[src/hdl/gbff_pkg.sv]
// ----------------------------------------------------------------------------
// gbff_pkg
// Shared types and constants of the grouped bitmap first-free allocator.
// ----------------------------------------------------------------------------
package gbff_pkg;

    localparam int WORD_W = 64;
    localparam int BIT_W  = 6;
    localparam int REM_W  = 16;

    typedef struct packed {
        logic              hit;
        logic [BIT_W-1:0]  bit_idx;
        logic [WORD_W-1:0] new_word;
    } scan_res_t;

endpackage

[src/hdl/gbff_scan.sv]
// ----------------------------------------------------------------------------
// gbff_scan
// Finds the lowest clear bit of a bitmap word within the scanned range and
// sets it.
// ----------------------------------------------------------------------------
module gbff_scan
    import gbff_pkg::*;
(
    input  logic [WORD_W-1:0] word,
    input  logic [REM_W-1:0]  remain,
    output scan_res_t         res
);

    logic [WORD_W-1:0] valid_mask;
    logic [WORD_W-1:0] free_bits;
    logic [BIT_W-1:0]  idx;

    always_comb
    begin
        // bits past the end of the group are treated as used
        if (remain >= REM_W'(WORD_W))
        begin
            valid_mask = '1;
        end
        else
        begin
            valid_mask = (WORD_W'(1) << remain[BIT_W-1:0]) - WORD_W'(1);
        end
        free_bits = ~word & valid_mask;
        idx = '0;
        for (int i = WORD_W - 1; i >= 0; i--)
        begin
            if (free_bits[i])
            begin
                idx = BIT_W'(i);
            end
        end
        res.hit      = |free_bits;
        res.bit_idx  = idx;
        res.new_word = word | (WORD_W'(1) << idx);
    end

endmodule

[config.mk]
export PLATFORM = sky130hd
export DESIGN_NAME = gbff_scan
export DESIGN_NICKNAME = d
export VERILOG_FILES = /design/src/hdl/gbff_pkg.sv /design/src/hdl/gbff_scan.sv
export SDC_FILE = /design/constraint.sdc
export NUM_CORES = 1
export LEC_CHECK = 0
export BUFFER_PORTS_ARGS = -buffer_cell sky130_fd_sc_hd__buf_2
export CELL_PAD_IN_SITES_DETAIL_PLACEMENT = 1
export CELL_PAD_IN_SITES_GLOBAL_PLACEMENT = 1
export CORE_MARGIN = 2
export CORE_UTILIZATION = 36
export DETAILED_ROUTE_END_ITERATION = 16
export GPL_TIMING_DRIVEN = 0
export PLACE_DENSITY_LB_ADDON = 0.15
export SLEW_MARGIN = 5
export SYNTH_ARGS = -nofsm -noshare
export SYNTH_HDL_FRONTEND = slang
export SYNTH_SLANG_ARGS = --single-unit
[constraint.sdc]
create_clock -name vclk -period 4.89
set_input_delay 0 -clock vclk [all_inputs]
set_output_delay 0 -clock vclk [all_outputs]
set_load 0.01 [all_outputs]
* After elaboration in Yosys (flattened, before gate mapping) *
Cells that the tools add are included.

operators by class
  $add $sub $neg = 1
  order comparisons = 1
  shift-type cells = 2
  multiplexer cells = 65
  bitwise gates (word level) = 3
  reductions and logical operators = 1

operators by type and width
  kind                     count
  $mux W6                  64
  $shl A1 B6 Y64 const A   2
  $and A64 B64 Y64         1
  $mux W64                 1
  $not A64 Y64             1
  $or A64 B64 Y64          1
  $reduce_or A64 Y1        1
  $sub A64 B2 Y64 const B  1
  $ge A16 B7 Y1 const B    1

word-level totals
  flip-flop bits (word level) = 0
  bits of input ports = 80
  output and inout port bits = 71
  word-level logic and storage cells = 73

* Logic depth before layout (Yosys ltp) *
Gate-level depths: netlist of the first run.

  word-level depth = 70
  gate-level depth with buffers = 20
  depth with buffers taken out = 14

* Worst setup path after synthesis of the first run *
Ideal clock, no wire load.

  path kind = input to output
  start = input port remain[5]
  end = output port res[10] in the netlist's numbering
  data arrival time = 4.389 ns
  data required time = 4.890 ns
  path slack = 0.501 ns
  cell stages on the path = 18
  buffers on the path = 6
  cell sequence = buf_2 clkbuf_1 buf_2 clkbuf_1 clkbuf_1 or3_1 ha_1 o21ai_2 a2111oi_0 mux2_2 a211o_1 a2111oi_0 o311ai_1 and4_1 buf_2 nor2_4 inv_2 o41ai_1

RTL lines
  item         line             source
  from (decl)  gbff_scan.sv:10  input logic [REM_W-1:0] remain,
  to (decl)    gbff_scan.sv:11  output scan_res_t res

==> impl_metrics.ini, run 1 <==
[status]
status = completed

[detailed_routing]
overall_via_count_from_detail_route = 6672
detail_route.iter0.violations = 696
vias_per_cell = 7.06
drt-wirelength-per-cell_um = 27.7
drtAntennaViolNets = 0
drt-pass1-iter-count = 5
detail_route.wirelength_um = 26200
drc = 0

[finish]
area_growth_pct = 33.9
fillCellCount = 1558
sequential_cell_area_sq_um = 0
number_of_flip_flops_and_latches = 0
clock_buffers = 0
multiInputGateArea_sq_um = 4050
final_cell_count_no_fill = 945
insertedDiodeCount = 0
design.final.nets = 885
post_route_cells_drive_above_1_share_pct = 34.4
fin_util_pct = 48.8

[logic_synthesis]
synth-warning-count = 0
mappedNetlistNets = 725
number_of_distinct_library_cells_after_synthesis = 89
synth.avg_cell_area_sq_um = 6.38
leading_area_contributor_after_synthesis = o21bai_1
netlist.area_leader.share_pct = 7.49
synthesized_netlist_cell_count = 644
ys_top_cells_by_area = o21bai_1 (7.5%), a21oi_1 (6.3%), o31ai_1 (4.4%), nand2_1 (3.9%), nor2_1 (3.9%)
ys_seq_area_share_pct = 0
post_synthesis_cell_area_sq_um = 4110

[placed_design]
placedCellCount = 936
buffer_ports.inserted = 149
post_dp_hpwl_um = 20700
finalWeightedCongestion = 0.986

[setup_path]
critPathCaptureType = output pin
cp_slowest_stage_delay_ps = 570
critical_path.startpoint_type = primary input
cp_num_buf_inv = 8
path_max_fanout = 11
worst-endpoint-required_ps = 4890
timing_worst_setup_path_type = primary input to output pin
arrival_ps = 4760
cp_top_family = simple AND/OR/NAND/NOR gates
timing.critical_path.mode_cell = buf_2
critical_path.slowest_cell = or4_4
timing.critical_path.cells = buf_2, buf_6, buf_2, buf_6, or3_4, or3_4, ha_4, o21ai_4, buf_8, nor4b_2, o21a_1, or4_4, a2111oi_4, o311ai_4, and4_1, buf_2, nor2_4, inv_2, o41ai_2, buf_2

[power]
leakage_uw = 0.00218
power_density_over_cell_area_nw_per_um2 = 76.5
pwr-share-clk_pct = 0
switch_share_pct = 64.7
irDropWorstVdd_v = 0.0000556
comb_power_share_pct = 100.0
netSwitchingPower_uw = 272
internal-power_uw = 149
seq_power_share_pct = 0

[floorplanning]
num_rows = 39
core_sq_um = 11300
top_level_ports = 151
initial_core_util_pct = 36.4
floorplan.die_area_sq_um = 12300
chipWidth_um = 111
chipHeight_um = 111

[run]
drv.max_cap_violation_count = 0

[global_route]
gr-usage-all-layers_pct = 40.3
grt_max_degree = 20
antenna_found_initial = 0
first_global_vias = 6590
grt.overflow.total = 0
wire_length_of_the_first_global_routing_pass_um = 39200

[timing]
timing.fmax_mhz = 210
hold_violation_count_in_the_final_report = 0
fin_crit_sh_pct = 97.2
worst_slew_margin_rel_pct = 14.7
finalSetupViolCount = 0
rsz0062_at_grt = false
min_period_ps = 4760
max_slew.worst_pin.slew_ps = 1260
timing_max_transition_violations_final = 0

[worst_hold_path]
holdCritPathClass = primary input to output pin
[kinds of logic (layout without fill, tap and decap cells)]
group | count (synthesis) | in the layout | synth area share, %
buffers and inverters | 91 | 249 | 10.0
adder cells (fa/ha/maj) | 1 | 1 | 0.305
AO/OA/AOI/OAI | 288 | 288 | 50.2
XOR/XNOR | 10 | 10 | 2.13
AND/OR/NAND/NOR | 246 | 246 | 35.3
multiplexers | 8 | 8 | 2.01
[synthesized netlist by cell type, drive strengths merged, types with 11 or more instances]
master	n
a21oi	54
a31oi	15
buf	37
clkbuf	17
inv	35
nand2	43
nand3	20
nand4	16
nor2	44
nor3	18
nor4	14
o21ai	35
o21bai	41
o31ai	24
or2	11
[cells in the final DEF (no fill, tap or decap), types with 6 or more instances in the layout]
master       n
nor4_1       9
a22oi_1      7
a31oi_1     11
a21o_1       9
o221ai_1     8
nand3_1     18
o2111ai_1    6
buf_4       22
inv_1       33
a211oi_1     8
clkbuf_1    11
o41ai_2      6
xnor2_1      6
nand4_1     16
o21ai_0     28
nor3_1      16
mux2i_1      6
o211ai_1    10
buf_2      169
nand2b_1     6
or2_2       10
and2_1       8
o21bai_1    40
a21oi_1     51
nor4b_1      6
nand2_1     43
nor2_1      42
o31ai_1     24
[power by group through the flow]
stage / clock [uW] / combinational, uW / sequential (uW)
final: 0 / 421 / 0
after global routing: 0 / 444 / 0
after CTS: 0 / 396 / 0
after detailed placement: 0 / 379 / 0
after global placement: 0 / 370 / 0
after floorplan: 0 / 217 / 0
[area by class of cell]
cell class | count | area share, %
Tap cell | 143 | 3.25
Timing Repair Buffer | 163 | 15.5
Inverter | 37 | 2.57
Buffer | 49 | 5.09
Multi-Input combinational cell | 553 | 73.6
[stage by stage]
| stage | setup TNS [ps] | hold slack, ps | setup slack, ps | area, sq um | power, uW |
|---|---|---|---|---|---|
| 2_1_floorplan | 0 | 102 | 501 | 4110 | 217 |
| 3_3_place_gp | -99410 | 278 | -1700 | 5030 | 370 |
| 3_5_place_dp | -103180 | 285 | -1670 | 5040 | 379 |
| 4_1_cts | 0 | 286 | 16.0 | 5320 | 396 |
| 5_1_grt | 0 | 311 | 33.1 | 5500 | 444 |
| 6_report | 0 | 290 | 135 | 5500 | 421 |
[final timing paths]
check	start	endpoint	cells past startpoint
worst max-delay path	remain[3]	res[11]	20
worst min-delay path	word[1]	res[1]	3
[layer usage]
layer / vias to the layer above / GRT usage [%] / part of all wire [%]
met5: - / 0 / 0
met3: 96 / 6.01 / 10
li1: 2885 / - / -
met1: 3237 / 51.1 / 38
met4: 0 / 17.8 / 5.3
met2: 454 / 67.6 / 46
[timing repair]
item	in CTS	in global routing
cloned	0	0
resized for setup	44	28
hold endpoints to repair	0	0
hold buffers	0	0
setup endpoints to repair	70	63
buffers inserted	8	6
pin swaps	10	10
Power figures use the tool's default switching activity.
==> run 2, diff against run 1 <==
--- a/config.mk
+++ b/config.mk
@@ -13,6 +13,7 @@
 export DETAILED_ROUTE_END_ITERATION = 16
 export GPL_TIMING_DRIVEN = 0
 export PLACE_DENSITY_LB_ADDON = 0.15
+export RECOVER_POWER = 25
 export SLEW_MARGIN = 5
 export SYNTH_ARGS = -nofsm -noshare
 export SYNTH_HDL_FRONTEND = slang
==> impl_metrics.ini, run 2 (synthesis results as in run 1) <==
[finish]
most_frequent_cells_in_the_layout = buf_2 (167), a21oi_1 (51), nand2_1 (43), nor2_1 (42), o21bai_1 (40)
clock_buffers = 0
stdcell_area_sq_um = 5500
number_of_flip_flops_and_latches = 0
design.final.nets = 885
mostFrequentLayoutCell = buf_2
post_route_cells_drive_above_1_share_pct = 34.2
sequential_cell_area_sq_um = 0
area_growth_pct = 33.9
final_cell_count_no_fill = 945
insertedDiodeCount = 0

[timing]
setup_tns_ps = 0
min_period_ps = 4740
finalSetupViolCount = 0
max_slew.worst_pin.slew_ps = 1260
rsz0062_at_grt = false
timing_max_transition_violations_final = 0
hold-worst-slack_ps = 290
fin_crit_sh_pct = 97.0
worst_slew_margin_rel_pct = 14.5
hold_violation_count_in_the_final_report = 0
timing.fmax_mhz = 211

[setup_path]
timing_worst_setup_path_type = primary input to output pin
critical_path.startpoint_type = primary input
critPathCaptureType = output pin
arrival_ps = 4740
path_max_fanout = 11
worst-endpoint-required_ps = 4890

[run]
drv.max_cap_violation_count = 0

[power]
leakage_uw = 0.00218
irDropWorstVdd_v = 0.0000559
power_density_over_cell_area_nw_per_um2 = 76.5

[detailed_routing]
overall_via_count_from_detail_route = 6700
detail_route.iter0.violations = 619
detail_route.wirelength_um = 26100
drt-pass1-iter-count = 5
drt-wirelength-per-cell_um = 27.6
drtAntennaViolNets = 0
drc = 0
vias_per_cell = 7.09

[global_route]
first_global_vias = 6590
grt_max_degree = 20
grt.overflow.total = 0
wire_length_of_the_first_global_routing_pass_um = 39200
gr-usage-all-layers_pct = 40.3
antenna_found_initial = 0

[floorplanning]
chipHeight_um = 111
core_sq_um = 11300
floorplan.die_area_sq_um = 12300
chipWidth_um = 111
top_level_ports = 151
num_rows = 39
initial_core_util_pct = 36.4

[placed_design]
placedCellCount = 936
dpl_cell_area_sq_um = 5040
finalWeightedCongestion = 0.986
buffer_ports.inserted = 149
post_dp_hpwl_um = 20700

[worst_hold_path]
min_path_cells = 3
hold_path_end = res[1]
holdCritPathClass = primary input to output pin
holdCritStartpoint = word[1]

[clock_tree]
holdBufCountCts = 0

[status]
status = completed
-- run 2: cell count changes in the layout (fill, tap and decap cells not counted) --
cell,change
buf_2,-2
clkbuf_1,+2
-- run 2: what timing repair did --
action | CTS | global route
setup endpoints to repair | 70 | 63
buffers inserted | 8 | 6
gates resized for setup | 44 | 28
pin swaps | 10 | 10
hold endpoints to repair | 0 | 0
-- run 2: power by group --
part	switching, uW	internal (uW)	leakage, uW	total, uW
clock network	0	0	0	0
logic	273	148	0.00218	421
registers	0	0	0	0
-- run 2: worst max-delay path by stage --
| stage | startpoint | slack, ps | depth (start not counted) | end |
|---|---|---|---|---|
| after floorplan | remain[5] | 500 | 18 | res[10] |
| after global routing | remain[3] | 30 | 18 | res[43] |
| after detailed placement | remain[5] | -1670 | 20 | res[46] |
| after global placement | remain[5] | -1700 | 19 | res[63] |
| after CTS | remain[2] | 20 | 20 | res[10] |
| final | remain[3] | 150 | 22 | res[54] |
-- run 2: metrics by stage --
| step | total power [uW] | utilization (%) | worst slack [ps] |
|---|---|---|---|
| 3_3_place_gp | 370 | 44.6 | -1700 |
| 2_1_floorplan | 217 | - | 501 |
| 3_5_place_dp | 379 | 44.7 | -1670 |
| 5_1_grt | 444 | 48.8 | 33.1 |
| 6_report | 421 | 48.8 | 148 |
| 4_1_cts | 396 | 47.2 | 16.0 |
-- run 2: layer usage --
metal / part of all wire, % / GRT usage [%] / wire length, um / vias to the layer above
met5: 0 / 0 / 0 / -
met4: 5.2 / 17.8 / 1360 / 0
met3: 10 / 6.01 / 2630 / 95
met2: 46 / 67.6 / 12000 / 452
met1: 39 / 51.1 / 10200 / 3271
li1: - / - / - / 2882
-- run 2: worst max-delay path, stage by stage --
cell,delay [ps]
buf_2,180
buf_6,170
buf_2,180
buf_6,160
or3_4,360
or3_4,400
ha_4,210
inv_4,160
a21oi_4,90
buf_2,260
nor3_1,310
o41ai_2,130
buf_4,170
nor3_1,200
nand4_1,250
a211oi_2,240
buf_4,170
nor3b_1,80
o21ai_2,380
buf_4,330
o21bai_1,110
buf_2,170
-- run 2: cell type report --
type | instances | area, sq um
Fill cell | 1558 | 5770
Multi-Input combinational cell | 553 | 4050
Timing Repair Buffer | 163 | 848
Buffer | 49 | 280
Tap cell | 143 | 179
Inverter | 37 | 141
